`config.mk`:
```
export PLATFORM = sky130hd
export DESIGN_NAME = scc_ctrl
export DESIGN_NICKNAME = d
export VERILOG_FILES = /design/src/hdl/scc_pkg.sv /design/src/hdl/scc_ctrl.sv
export SDC_FILE = /design/constraint.sdc
export NUM_CORES = 1
export LEC_CHECK = 0
export ABC_CLOCK_PERIOD_IN_PS = 1560
export BUFFER_PORTS_ARGS = -buffer_cell sky130_fd_sc_hd__buf_2
export CORE_MARGIN = 1.5
export CORE_UTILIZATION = 34
export DETAILED_ROUTE_END_ITERATION = 16
export HOLD_SLACK_MARGIN = 0.02
export PLACE_DENSITY = 0.59
export SYNTH_ARGS = -nofsm -noshare
export SYNTH_HDL_FRONTEND = slang
export SYNTH_SLANG_ARGS = --single-unit
export TNS_END_PERCENT = 10
```
`constraint.sdc`:
```
create_clock -name clk -period 1.56 [get_ports clk]
set_input_delay 0.312 -clock clk [delete_from_list [all_inputs] [get_ports clk]]
set_output_delay 0.312 -clock clk [all_outputs]
set_load 0.02 [all_outputs]
```
`src/hdl/scc_pkg.sv`:
```
// Shared types and constants for the strongly connected components block.
// Holds the controller states, datapath commands and the status struct.
// Depends on nothing.
package scc_pkg;

	localparam int MAX_VERTICES_DEF = 64;
	localparam int MAX_EDGES_DEF    = 256;
	localparam int VTX_W            = 6;
	localparam int CFG_W            = 7;
	localparam int PADDR_W          = 2;
	localparam int PDATA_W          = 32;
	localparam logic [PADDR_W-1:0] REG_VERTEX_COUNT = 2'd0;
	localparam logic ACT_LOAD = 1'b0;

	// controller states
	typedef enum logic [3:0] {
		ST_IDLE,
		ST_START,
		ST_ROOT1,
		ST_SCAN,
		ST_CHECK,
		ST_POP,
		ST_POPLD,
		ST_P2START,
		ST_ROOT2A,
		ST_ROOT2B,
		ST_FLUSHRD,
		ST_FLUSHWR,
		ST_EMITRD,
		ST_EMITWR
	} state_t;

	// datapath operations
	typedef enum logic [3:0] {
		OP_NONE,
		OP_LOAD,
		OP_START,
		OP_ROOT1,
		OP_SCAN,
		OP_CHECK,
		OP_POP,
		OP_POPLD,
		OP_P2START,
		OP_ROOT2A,
		OP_ROOT2B,
		OP_FLUSHRD,
		OP_FLUSHWR,
		OP_EMITRD,
		OP_EMITWR
	} op_t;

	typedef struct packed {
		op_t op;
	} cmd_t;

	typedef struct packed {
		logic scan_end;
		logic push;
		logic skip;
		logic sp_last;
		logic second;
		logic root_end;
		logic root_vis;
		logic fin_zero;
		logic root_skip;
		logic flush_end;
		logic out_free;
		logic emit_last;
	} status_t;

endpackage

```
`src/hdl/scc_ctrl.sv`:
```
// Controller state machine for the component search.
// Sequences both walks, the label flush and the result emit; uses scc_pkg.
// Drives datapath commands and reads back its status.
module scc_ctrl (
	input  logic             clk,
	input  logic             arst_n,
	input  logic             item_valid,
	input  logic             action,
	output logic             item_stall,
	input  scc_pkg::status_t stat,
	output scc_pkg::cmd_t    cmd
);

	scc_pkg::state_t state_q, state_nx;

	// state register
	always_ff @(posedge clk or negedge arst_n) begin
		if (!arst_n) begin
			state_q <= scc_pkg::ST_IDLE;
		end else begin
			state_q <= state_nx;
		end
	end

	// next state
	always_comb begin
		state_nx = state_q;
		unique case (state_q)
			scc_pkg::ST_IDLE: begin
				if (item_valid && action != scc_pkg::ACT_LOAD) state_nx = scc_pkg::ST_START;
			end
			scc_pkg::ST_START:   state_nx = scc_pkg::ST_ROOT1;
			scc_pkg::ST_ROOT1: begin
				if (stat.root_end)      state_nx = scc_pkg::ST_P2START;
				else if (!stat.root_vis) state_nx = scc_pkg::ST_SCAN;
			end
			scc_pkg::ST_SCAN:
				state_nx = stat.scan_end ? scc_pkg::ST_POP : scc_pkg::ST_CHECK;
			scc_pkg::ST_CHECK: begin
				if (stat.push || stat.skip) state_nx = scc_pkg::ST_SCAN;
				else                        state_nx = scc_pkg::ST_POP;
			end
			scc_pkg::ST_POP: begin
				if (!stat.sp_last)    state_nx = scc_pkg::ST_POPLD;
				else if (stat.second) state_nx = scc_pkg::ST_FLUSHRD;
				else                  state_nx = scc_pkg::ST_ROOT1;
			end
			scc_pkg::ST_POPLD:   state_nx = scc_pkg::ST_SCAN;
			scc_pkg::ST_P2START: state_nx = scc_pkg::ST_ROOT2A;
			scc_pkg::ST_ROOT2A:
				state_nx = stat.fin_zero ? scc_pkg::ST_EMITRD : scc_pkg::ST_ROOT2B;
			scc_pkg::ST_ROOT2B:
				state_nx = stat.root_skip ? scc_pkg::ST_ROOT2A : scc_pkg::ST_SCAN;
			scc_pkg::ST_FLUSHRD:
				state_nx = stat.flush_end ? scc_pkg::ST_ROOT2A : scc_pkg::ST_FLUSHWR;
			scc_pkg::ST_FLUSHWR: state_nx = scc_pkg::ST_FLUSHRD;
			scc_pkg::ST_EMITRD:  state_nx = scc_pkg::ST_EMITWR;
			scc_pkg::ST_EMITWR: begin
				if (stat.out_free)
					state_nx = stat.emit_last ? scc_pkg::ST_IDLE : scc_pkg::ST_EMITRD;
			end
			default: state_nx = scc_pkg::ST_IDLE;
		endcase
	end

	// command outputs
	always_comb begin
		cmd.op     = scc_pkg::OP_NONE;
		item_stall = 1'b1;
		unique case (state_q)
			scc_pkg::ST_IDLE: begin
				item_stall = 1'b0;
				if (item_valid)
					cmd.op = (action == scc_pkg::ACT_LOAD) ? scc_pkg::OP_LOAD
					                                       : scc_pkg::OP_START;
			end
			scc_pkg::ST_START:   cmd.op = scc_pkg::OP_NONE;
			scc_pkg::ST_ROOT1:   cmd.op = scc_pkg::OP_ROOT1;
			scc_pkg::ST_SCAN:    cmd.op = scc_pkg::OP_SCAN;
			scc_pkg::ST_CHECK:   cmd.op = scc_pkg::OP_CHECK;
			scc_pkg::ST_POP:     cmd.op = scc_pkg::OP_POP;
			scc_pkg::ST_POPLD:   cmd.op = scc_pkg::OP_POPLD;
			scc_pkg::ST_P2START: cmd.op = scc_pkg::OP_P2START;
			scc_pkg::ST_ROOT2A:  cmd.op = scc_pkg::OP_ROOT2A;
			scc_pkg::ST_ROOT2B:  cmd.op = scc_pkg::OP_ROOT2B;
			scc_pkg::ST_FLUSHRD: cmd.op = scc_pkg::OP_FLUSHRD;
			scc_pkg::ST_FLUSHWR: cmd.op = scc_pkg::OP_FLUSHWR;
			scc_pkg::ST_EMITRD:  cmd.op = scc_pkg::OP_EMITRD;
			scc_pkg::ST_EMITWR:  cmd.op = scc_pkg::OP_EMITWR;
			default:             cmd.op = scc_pkg::OP_NONE;
		endcase
	end

endmodule

```
# Word level (Yosys, flattened, before mapping)
# Index checks and enable logic that the tools add are counted.
[word_totals] in_bits=16 wordCells=38 reg_bits=4 out_inout_bits=5
[classes] eq_ne=16 reduce_logical=4 mux=17
[ops] operator="4-bit one-hot mux with 14 select lines" n=1
[ops] operator="4-bit one-hot mux with 13 select lines" n=1
[ops] operator="4-bit two-way mux" n=8
[ops] operator="4-bit equality test, second input constant" n=6
[ops] operator="4-bit by 3-bit equality test with 1-bit output, second input constant" n=4
[ops] operator="4-bit by 2-bit equality test with 1-bit output, second input constant" n=2
[ops] operator="2-bit two-way mux" n=3
[ops] operator="3-bit two-way mux" n=2
[ops] operator="4-bit by 1-bit equality test with 1-bit output, second input constant" n=1
[ops] operator="4-bit logical NOT" n=1
[ops] operator="2-bit inequality test, second input constant" n=2
[ops] operator="3-bit inequality test, second input constant" n=1
[ops] operator="3-bit AND reduction" n=1
[ops] operator="1-bit two-way mux" n=2
[ops] operator="1-bit logical AND" n=1
[ops] operator="1-bit logical OR" n=1

# Logic depth before layout (Yosys ltp)
# Gate-level depths: netlist (run 1).
[depth] ltp_word=3 depth_mapped=5 depth_no_buf=4

# Least setup slack after synthesis (run 1)
# No wires, ideal clock.
[synth_path] path_kind="flip-flop to output port" from="register state_q[3]" to="output port cmd[1] in the netlist's numbering" setup_slack_ns=-0.027 required_ns=1.248 path_buffers=1 arrival_ns=1.275 path_stages_with_launch=5 path_cell_list="dfrtp_1 > buf_6 > nor2_1 > a32oi_1 > o22ai_1"
[synth_lines] item="start, declared" line="scc_ctrl.sv:14" rtl="scc_pkg::state_t state_q, state_nx;"
[synth_lines] item="start signal, assigned" line="scc_ctrl.sv:19" rtl="state_q <= scc_pkg::ST_IDLE;"
[synth_lines] item="start signal, assigned" line="scc_ctrl.sv:21" rtl="state_q <= state_nx;"
[synth_lines] item="end, declared" line="scc_ctrl.sv:11" rtl="output scc_pkg::cmd_t cmd"

==> flow_metrics.env, run 1 <==
export IMPL_grt_pass1_vias=603
export IMPL_critical_path_required_ps=1250
export IMPL_clock_skew_ps=0.467
export IMPL_synth_edf_count=0
export IMPL_antenna_found_initial=0
export IMPL_syn_num_nets=80
export IMPL_regMostFlops="state_q"
export IMPL_area_delta_synth_final_pct=66.9
export IMPL_drc=0
export IMPL_cts_tree="yes"
export IMPL_synth_most_common_cell="nor2_1"
export IMPL_place_congestion=0.816
export IMPL_io_buffers=20
export IMPL_yosysWarnings=0
export IMPL_end_kind="primary output"
export IMPL_drt_iter0_markers=12
export IMPL_tightest_slew_ps=282
export IMPL_synthFlopType="dfrtp_1"
export IMPL_start_util_pct=36.2
export IMPL_drive_above_1_share_pct=54.1
export IMPL_worstPathArrival_ps=1280
export IMPL_routed_via_count=630
export IMPL_synthCells=64
export IMPL_status="complete, but fails checks"
export IMPL_ff2ff_setup_slack_ps=30
export IMPL_largest_registers="state_q x4"
export IMPL_power_density_nw_per_um2=2190
export IMPL_core_um2=1280
export IMPL_synth_avg_cell_area_um2=7.27
export IMPL_cts_buffers=3
export IMPL_die_w_um=40
export IMPL_critPathLaunchType="flop"
export IMPL_crit_type="flop to primary output"
export IMPL_syn_area_um2=465
export IMPL_largest_register_ffs=4
export IMPL_finalHoldViolations=0
export IMPL_yosysSeqAreaShare_pct=21.5
export IMPL_async_flop_share_pct=100
export IMPL_setup_viol=2
export IMPL_placed_area_um2=603
export IMPL_peakVddDrop_uv=1240
export IMPL_violations="negative setup slack"
export IMPL_gr_total_overflow=0
export IMPL_drt_wirelength_per_cell_um=15.5
export IMPL_ant_nets=0
export IMPL_fin_util_pct=60.5
export IMPL_period_share_pct=102
export IMPL_r2r_end="state_q[2]"
export IMPL_stdcell_area_um2=777
export IMPL_yosysTopAreaCell="dfrtp_1"
export IMPL_clk_latency_ps=230
export IMPL_r2r_start="state_q[1]"
export IMPL_cts_root_buf="clkbuf_4"
export IMPL_drv_slew=0
export IMPL_die_area_um2=1600
export IMPL_ys_types=29
export IMPL_hpwl_um=1040
export IMPL_clock_sinks=4
export IMPL_final_nets=116
export IMPL_wl_um=1750
export IMPL_leakagePower_uw=0.000362
export IMPL_clock_fmax_mhz=627
export IMPL_path_clk_slew_ps=40
export IMPL_fin_setup_tns_ps=-64.2
export IMPL_r2r_cells=5
export IMPL_hold_class="input pin to async pin"
export IMPL_rows=13
export IMPL_grt_use_total_pct=24.3
export IMPL_holdWs_ps=423
export IMPL_ios=21
export IMPL_synth_seq_cells=4
export IMPL_dr_pass1_iters=3
export IMPL_clockBufferDepth=2
export IMPL_vias_per_cell=5.58
export IMPL_fin_crit_ps=1590
export IMPL_grt_pass1_wl_um=2570
export IMPL_grt_max_degree=9
export IMPL_finalWorstSetupSlack_ps=-34.3
export IMPL_cap_viol_max_count=0
export IMPL_synth_common_cells="nor2_1, a21oi_1"
export IMPL_die_y_um=40
export IMPL_path_max_fanout=8
export IMPL_yosys_top_cells_area="dfrtp_1, nor2_1, a21oi_1, nand2b_1, buf_6"
export IMPL_htree_levels=1
export IMPL_synth_top_area_share_pct=21.5
export IMPL_rsz0062_at_grt="yes"
export IMPL_slew_headroom_pct=81.1
export IMPL_antenna_cells=0
cell usage in the layout (no fill, tap or decap), types with 2 or more instances in the layout:
| cell type | n |
|---|---|
| buf_2 | 17 |
| buf_4 | 14 |
| nor2_1 | 6 |
| a21oi_1 | 5 |
| nand2_1 | 4 |
| o21ai_1 | 4 |
| nand2b_1 | 3 |
| a31oi_1 | 3 |
| clkbuf_4 | 3 |
| buf_6 | 3 |
| dfrtp_2 | 3 |
| a32oi_2 | 2 |
| inv_1 | 2 |
| a21o_1 | 2 |
per-layer routing:
layer	wire length [µm]	track usage (%)
met4	0	11.2
met1	706	26.8
met5	0	0
met3	69	4.44
met2	973	44.4
cell type report:
type | instances | area (µm²)
repair buffers | 35 | 234
clock buffers | 3 | 22.5
multi-input cells | 53 | 387
flip-flops and latches | 4 | 104
inverters | 3 | 11.3
well taps | 15 | 18.8
fillers | 133 | 508
worst max-delay path by stage:
stage	startpoint	end	slack, ps	depth (start not counted)
after global routing	state_q[2]	cmd[1]	-70	5
final	state_q[2]	cmd[1]	-30	5
after global placement	state_q[1]	state_q[0]	80	4
after floorplan	state_q[3]	cmd[1]	40	4
after CTS	state_q[3]	cmd[3]	-8	4
after detailed placement	state_q[1]	state_q[0]	90	4
kinds of logic (layout without fill, tap and decap cells):
logic type,Yosys count,count (layout),synth area share [%]
buffers and inverters,7,41,9.41
AO/OA/AOI/OAI,29,29,42.5
flip-flops,4,4,21.5
AND/OR/NAND/NOR,24,24,26.6
critical path, cell delays in order (launching register included):
cell	delay (ps)
dfrtp_1	410
buf_6	160
nand2_4	60
a32oi_2	160
o22ai_2	120
buf_6	140
power breakdown:
group / switching [µW] / internal [µW] / total, µW
Clock: 42.7 / 86.1 / 129
Sequential: 96.3 / 163 / 259
Combinational: 677 / 635 / 1310
Total: 816 / 884 / 1700
metrics by stage:
stage | worst slack (ps) | power, µW | std cells
floorplan | 39.1 | 917 | 64
detailed placement | 85.2 | 1180 | 101
CTS | -7.92 | 1530 | 111
global route | -72.9 | 1830 | 113
finish | -34.3 | 1700 | 113
global placement | 82.0 | 1190 | 101
timing repair:
action | in CTS | in global routing
pin swaps | 1 | 3
endpoints found under the hold margin | 4 | 0
endpoints found under the setup margin | 5 | 7
gates resized for setup | 14 | 10
setup buffers | 6 | 2
hold buffers | 1 | 0
No activity file was read; power rests on OpenSTA's default activity.
==> inputs of run 2 (changes only) <==
--- a/config.mk
+++ b/config.mk
@@ -8,10 +8,11 @@
 export ABC_CLOCK_PERIOD_IN_PS = 1560
 export BUFFER_PORTS_ARGS = -buffer_cell sky130_fd_sc_hd__buf_2
 export CORE_MARGIN = 1.5
-export CORE_UTILIZATION = 34
+export CORE_UTILIZATION = 24
+export CTS_CLUSTER_DIAMETER = 150
 export DETAILED_ROUTE_END_ITERATION = 16
 export HOLD_SLACK_MARGIN = 0.02
-export PLACE_DENSITY = 0.59
+export PLACE_DENSITY = 0.44
 export SYNTH_ARGS = -nofsm -noshare
 export SYNTH_HDL_FRONTEND = slang
 export SYNTH_SLANG_ARGS = --single-unit
==> flow_metrics.env, run 2 (synthesis results as in run 1) <==
export IMPL_status="complete, but fails checks"
export IMPL_violations="negative setup slack"
export IMPL_ios=21
export IMPL_p_seq_share_pct=15.2
export IMPL_ant_nets=0
export IMPL_p_sw_uw=775
export IMPL_largest_registers="state_q x4"
export IMPL_antenna_cells=0
export IMPL_cts_tree="yes"
export IMPL_worst_path_largest_cell_delay_ps=450
export IMPL_cts_root_buf="clkbuf_4"
export IMPL_comb_power_share_pct=76.7
export IMPL_hold_class="input pin to flop"
export IMPL_cts_buffers=3
export IMPL_setup_viol=3
export IMPL_rows=15
export IMPL_gr_total_overflow=0
export IMPL_die_w_um=47.0
export IMPL_switching_share_pct=46.9
export IMPL_clk_latency_ps=240
export IMPL_final_common_cell="buf_2"
export IMPL_drc=0
export IMPL_crit_type="flop to primary output"
export IMPL_cap_viol_max_count=0
export IMPL_clock_sinks=4
export IMPL_grt_pass1_vias=576
export IMPL_clock_fmax_mhz=634
export IMPL_power_density_nw_per_um2=2140
export IMPL_intPower_uw=878
export IMPL_place_congestion=0.822
export IMPL_vias_per_cell=5.09
export IMPL_fin_setup_tns_ps=-35.5
export IMPL_grt_pass1_wl_um=2480
export IMPL_drt_wirelength_per_cell_um=12.7
export IMPL_start_util_pct=26.1
export IMPL_clkPwrFrac_pct=8.1
export IMPL_tightest_slew_ps=304
export IMPL_finalWorstSetupSlack_ps=-16.1
export IMPL_slew_headroom_pct=79.6
export IMPL_leakagePower_uw=0.000354
export IMPL_worstPathArrival_ps=1260
export IMPL_place_ws_ps=140
export IMPL_crit_buf_inv=1
export IMPL_finalHoldViolations=0
export IMPL_critPathLaunchType="flop"
export IMPL_htree_levels=1
export IMPL_dr_pass1_iters=4
export IMPL_peakVddDrop_uv=722
export IMPL_critPathSlowestCell="dfrtp_2"
export IMPL_timing_critical_path_cells="nor2_4 -> a32oi_2 -> o22ai_2 -> buf_6"
export IMPL_final_nets=115
export IMPL_core_um2=1780
export IMPL_antenna_found_initial=0
export IMPL_path_max_fanout=4
export IMPL_period_share_pct=101
export IMPL_clock_skew_ps=7.55
export IMPL_wl_um=1550
export IMPL_drt_iter0_markers=14
export IMPL_path_clk_slew_ps=40
export IMPL_total_power_uw=1650
export IMPL_critical_path_required_ps=1250
export IMPL_regMostFlops="state_q"
export IMPL_final_cell_mix="buf_2, buf_4, nor2_1"
export IMPL_grt_max_degree=10
export IMPL_end_kind="primary output"
export IMPL_largest_register_ffs=4
export IMPL_routed_via_count=621
export IMPL_hpwl_um=1110
export IMPL_drv_slew=0
export IMPL_rsz0062_at_grt="yes"
export IMPL_grt_use_total_pct=16.4
export IMPL_die_area_um2=2210
export IMPL_drive_above_1_share_pct=50.5
export IMPL_cp_top_family="flip-flops"
export IMPL_clockBufferDepth=2
export IMPL_io_buffers=20
export IMPL_die_y_um=47.0
export IMPL_area_delta_synth_final_pct=66.1
export IMPL_fin_crit_ps=1580
[run 2: changes by cell type in the layout (fill, tap and decap cells not counted), sizes merged]
cell,delta
buf,-1
[run 2: worst register-to-register path: cells and delay by family (launching register included)]
kind	cells	cell delay, ps
AOI/OAI and AO/OA	3	510
DFF	1	430
buffers and inverters	3	350
[run 2: repair_timing]
action / in CTS / in global routing
hold buffers: 1 / 0
resized for setup: 15 / 7
endpoints found under the setup margin: 5 / 5
pin swaps: 2 / 5
hold endpoints to repair: 4 / 0
buffers inserted: 3 / 2
[run 2: metrics by stage]
step                      area (µm²)  instances  util, %  hold slack [ps]
after global routing             773        122     43.4              430
final                            773        122     43.4              394
after floorplan                  472         64        -             16.4
after detailed placement         631        113     35.4              120
after global placement           631        113     35.4              121
after CTS                        732        120     41.1              398
[run 2: layout make-up]
class,count,area [µm²]
multi-input cells,53,369
inverters,3,11.3
fillers,189,1010
well taps,25,31.3
flip-flops and latches,4,105
clock buffers,3,22.5
repair buffers,34,234
[run 2: routing by layer]
| metal | GRT usage (%) | vias to the layer above | share of wire, % |
|---|---|---|---|
| met5 | 0 | - | 0 |
| met4 | 11.1 | 0 | 2.0 |
| met3 | 3.85 | 5 | 3.2 |
| met2 | 26.6 | 18 | 50 |
| met1 | 19.0 | 288 | 45 |
| li1 | - | 310 | - |
[run 2: final timing paths]
| check | slack (ps) | end | cells past startpoint | start |
|---|---|---|---|---|
| max | -20 | cmd[1] | 4 | state_q[3] |
| min | 390 | state_q[2] | 3 | stat[6] |
| max reg2reg | 130 | state_q[1] | 6 | state_q[3] |
| min reg2reg | 640 | state_q[3] | 2 | state_q[0] |
| max in group asynchronous | 1020 | state_q[1] | 2 | arst_n |
| min in group asynchronous | 400 | state_q[0] | 2 | arst_n |
[run 2: power by group through the flow]
stage,sequential [µW],clock [µW],combinational (µW)
after floorplan,207,0,710
after global placement,235,0,999
after detailed placement,231,0,981
after CTS,233,137,1160
after global routing,260,144,1390
final,251,134,1270
==> inputs of run 3 (changes only) <==
--- a/config.mk
+++ b/config.mk
@@ -5,14 +5,14 @@
 export SDC_FILE = /design/constraint.sdc
 export NUM_CORES = 1
 export LEC_CHECK = 0
-export ABC_CLOCK_PERIOD_IN_PS = 1560
+export ABC_CLOCK_PERIOD_IN_PS = 1300
 export BUFFER_PORTS_ARGS = -buffer_cell sky130_fd_sc_hd__buf_2
 export CORE_MARGIN = 1.5
 export CORE_UTILIZATION = 24
 export CTS_CLUSTER_DIAMETER = 150
 export DETAILED_ROUTE_END_ITERATION = 16
 export HOLD_SLACK_MARGIN = 0.02
-export PLACE_DENSITY = 0.44
+export PLACE_DENSITY = 0.46
 export SYNTH_ARGS = -nofsm -noshare
 export SYNTH_HDL_FRONTEND = slang
 export SYNTH_SLANG_ARGS = --single-unit
==> constraint.sdc (replaced) <==
create_clock -name clk -period 1.3 [get_ports clk]
set_input_delay 0.26 -clock clk [delete_from_list [all_inputs] [get_ports clk]]
set_output_delay 0.26 -clock clk [all_outputs]
set_load 0.02 [all_outputs]
==> flow_metrics.env, run 3 (synthesis results as in run 1) <==
export IMPL_drive_above_1_share_pct=53.3
export IMPL_clockBufferDepth=2
export IMPL_drt_wirelength_per_cell_um=12.2
export IMPL_power_density_nw_per_um2=2550
export IMPL_final_nets=123
export IMPL_clock_sinks=4
export IMPL_tightest_slew_ps=255
export IMPL_wl_um=1590
export IMPL_regMostFlops="state_q"
export IMPL_critPathLaunchType="flop"
export IMPL_path_max_fanout=6
export IMPL_grt_pass1_wl_um=2490
export IMPL_clock_fmax_mhz=653
export IMPL_rsz0062_at_grt="yes"
export IMPL_clk_latency_ps=240
export IMPL_setup_viol=9
export IMPL_die_y_um=47.0
export IMPL_drv_slew=0
export IMPL_end_kind="primary output"
export IMPL_core_um2=1780
export IMPL_die_area_um2=2210
export IMPL_cts_buffers=3
export IMPL_start_util_pct=26.1
export IMPL_worstPathArrival_ps=1270
export IMPL_grt_max_degree=9
export IMPL_largest_registers="state_q x4"
export IMPL_cts_tree="yes"
export IMPL_cts_root_buf="clkbuf_4"
export IMPL_gr_total_overflow=0
export IMPL_htree_levels=1
export IMPL_slew_headroom_pct=82.9
export IMPL_path_clk_slew_ps=40
export IMPL_hold_class="input pin to async pin"
export IMPL_status="complete, but fails checks"
export IMPL_final_common_cell="buf_4"
export IMPL_period_share_pct=118
export IMPL_rows=15
export IMPL_ant_nets=0
export IMPL_vias_per_cell=4.89
export IMPL_leakagePower_uw=0.000375
export IMPL_dp_cells=121
export IMPL_critical_path_required_ps=1040
export IMPL_die_w_um=47.0
export IMPL_stdcell_area_um2=810
export IMPL_clock_skew_ps=9.60
export IMPL_io_buffers=20
export IMPL_fin_util_pct=45.4
export IMPL_crit_type="flop to primary output"
export IMPL_hpwl_um=1180
export IMPL_fin_setup_tns_ps=-1410
export IMPL_grt_use_total_pct=16.6
export IMPL_violations="negative setup slack"
export IMPL_placed_area_um2=702
export IMPL_drc=0
export IMPL_cap_viol_max_count=0
export IMPL_finalWorstSetupSlack_ps=-231
export IMPL_peakVddDrop_uv=1180
export IMPL_routed_via_count=636
export IMPL_multi_input_area_um2=353
export IMPL_place_congestion=0.748
export IMPL_area_delta_synth_final_pct=73.9
export IMPL_final_cells=130
export IMPL_antenna_found_initial=0
export IMPL_fill_cells=182
export IMPL_largest_register_ffs=4
export IMPL_grt_pass1_vias=585
export IMPL_fin_crit_ps=1530
export IMPL_dr_pass1_iters=4
export IMPL_drt_iter0_markers=14
export IMPL_ff_latch_area_um2=105
export IMPL_final_cell_mix="buf_4, buf_2, nor2_1"
export IMPL_ios=21
export IMPL_antenna_cells=0
export IMPL_finalHoldViolations=0
## run 3: final timing paths
check	startpoint	to	slack, ps	cells past startpoint
setup / recovery	state_q[2]	cmd[1]	-230	4
hold / removal	arst_n	state_q[3]	370	2
setup reg to reg	state_q[3]	state_q[1]	-160	5
hold reg to reg	state_q[1]	state_q[0]	680	2
max in group asynchronous	arst_n	state_q[1]	790	2
min in group clk	stat[6]	state_q[2]	380	3
## run 3: layer usage
| metal | wire length, µm | track usage [%] |
|---|---|---|
| met1 | 700 | 20.6 |
| met5 | 0 | 0 |
| met2 | 746 | 26.8 |
| met4 | 25 | 10.0 |
| met3 | 119 | 2.69 |
## run 3: repair_timing
action                                  in CTS  in global routing
gates resized for setup                     10                  3
endpoints found under the hold margin        4                  0
endpoints found under the setup margin       8                  9
pin swaps                                    4                  1
hold buffers                                 1                  0
buffers inserted                             5                  0
## run 3: critical path: stages, from the launching register on
cell	delay [ps]
dfrtp_2	460
nor2_4	170
a32oi_1	120
o22ai_2	160
buf_6	130
## run 3: layout make-up
type,instances,area share [%]
multi-input combinational,53,43.6
timing repair buffer,42,35.4
sequential,4,13.0
tap,25,3.86
clock buffer,3,2.78
inverter,3,1.39
## run 3: stage by stage
stage	total power (µW)	worst slack (ps)	hold slack [ps]
finish	2060	-231	371
floorplan	1140	-29.1	-35.6
detailed placement	1640	-150	65.2
CTS	2030	-235	338
global route	2230	-277	369
global placement	1660	-144	67.2
## run 3: report_power, final
group / total (µW) / internal, µW / switching, µW
combinational: 1590 / 820 / 766
sequential: 317 / 198 / 119
clock: 161 / 104 / 57.8
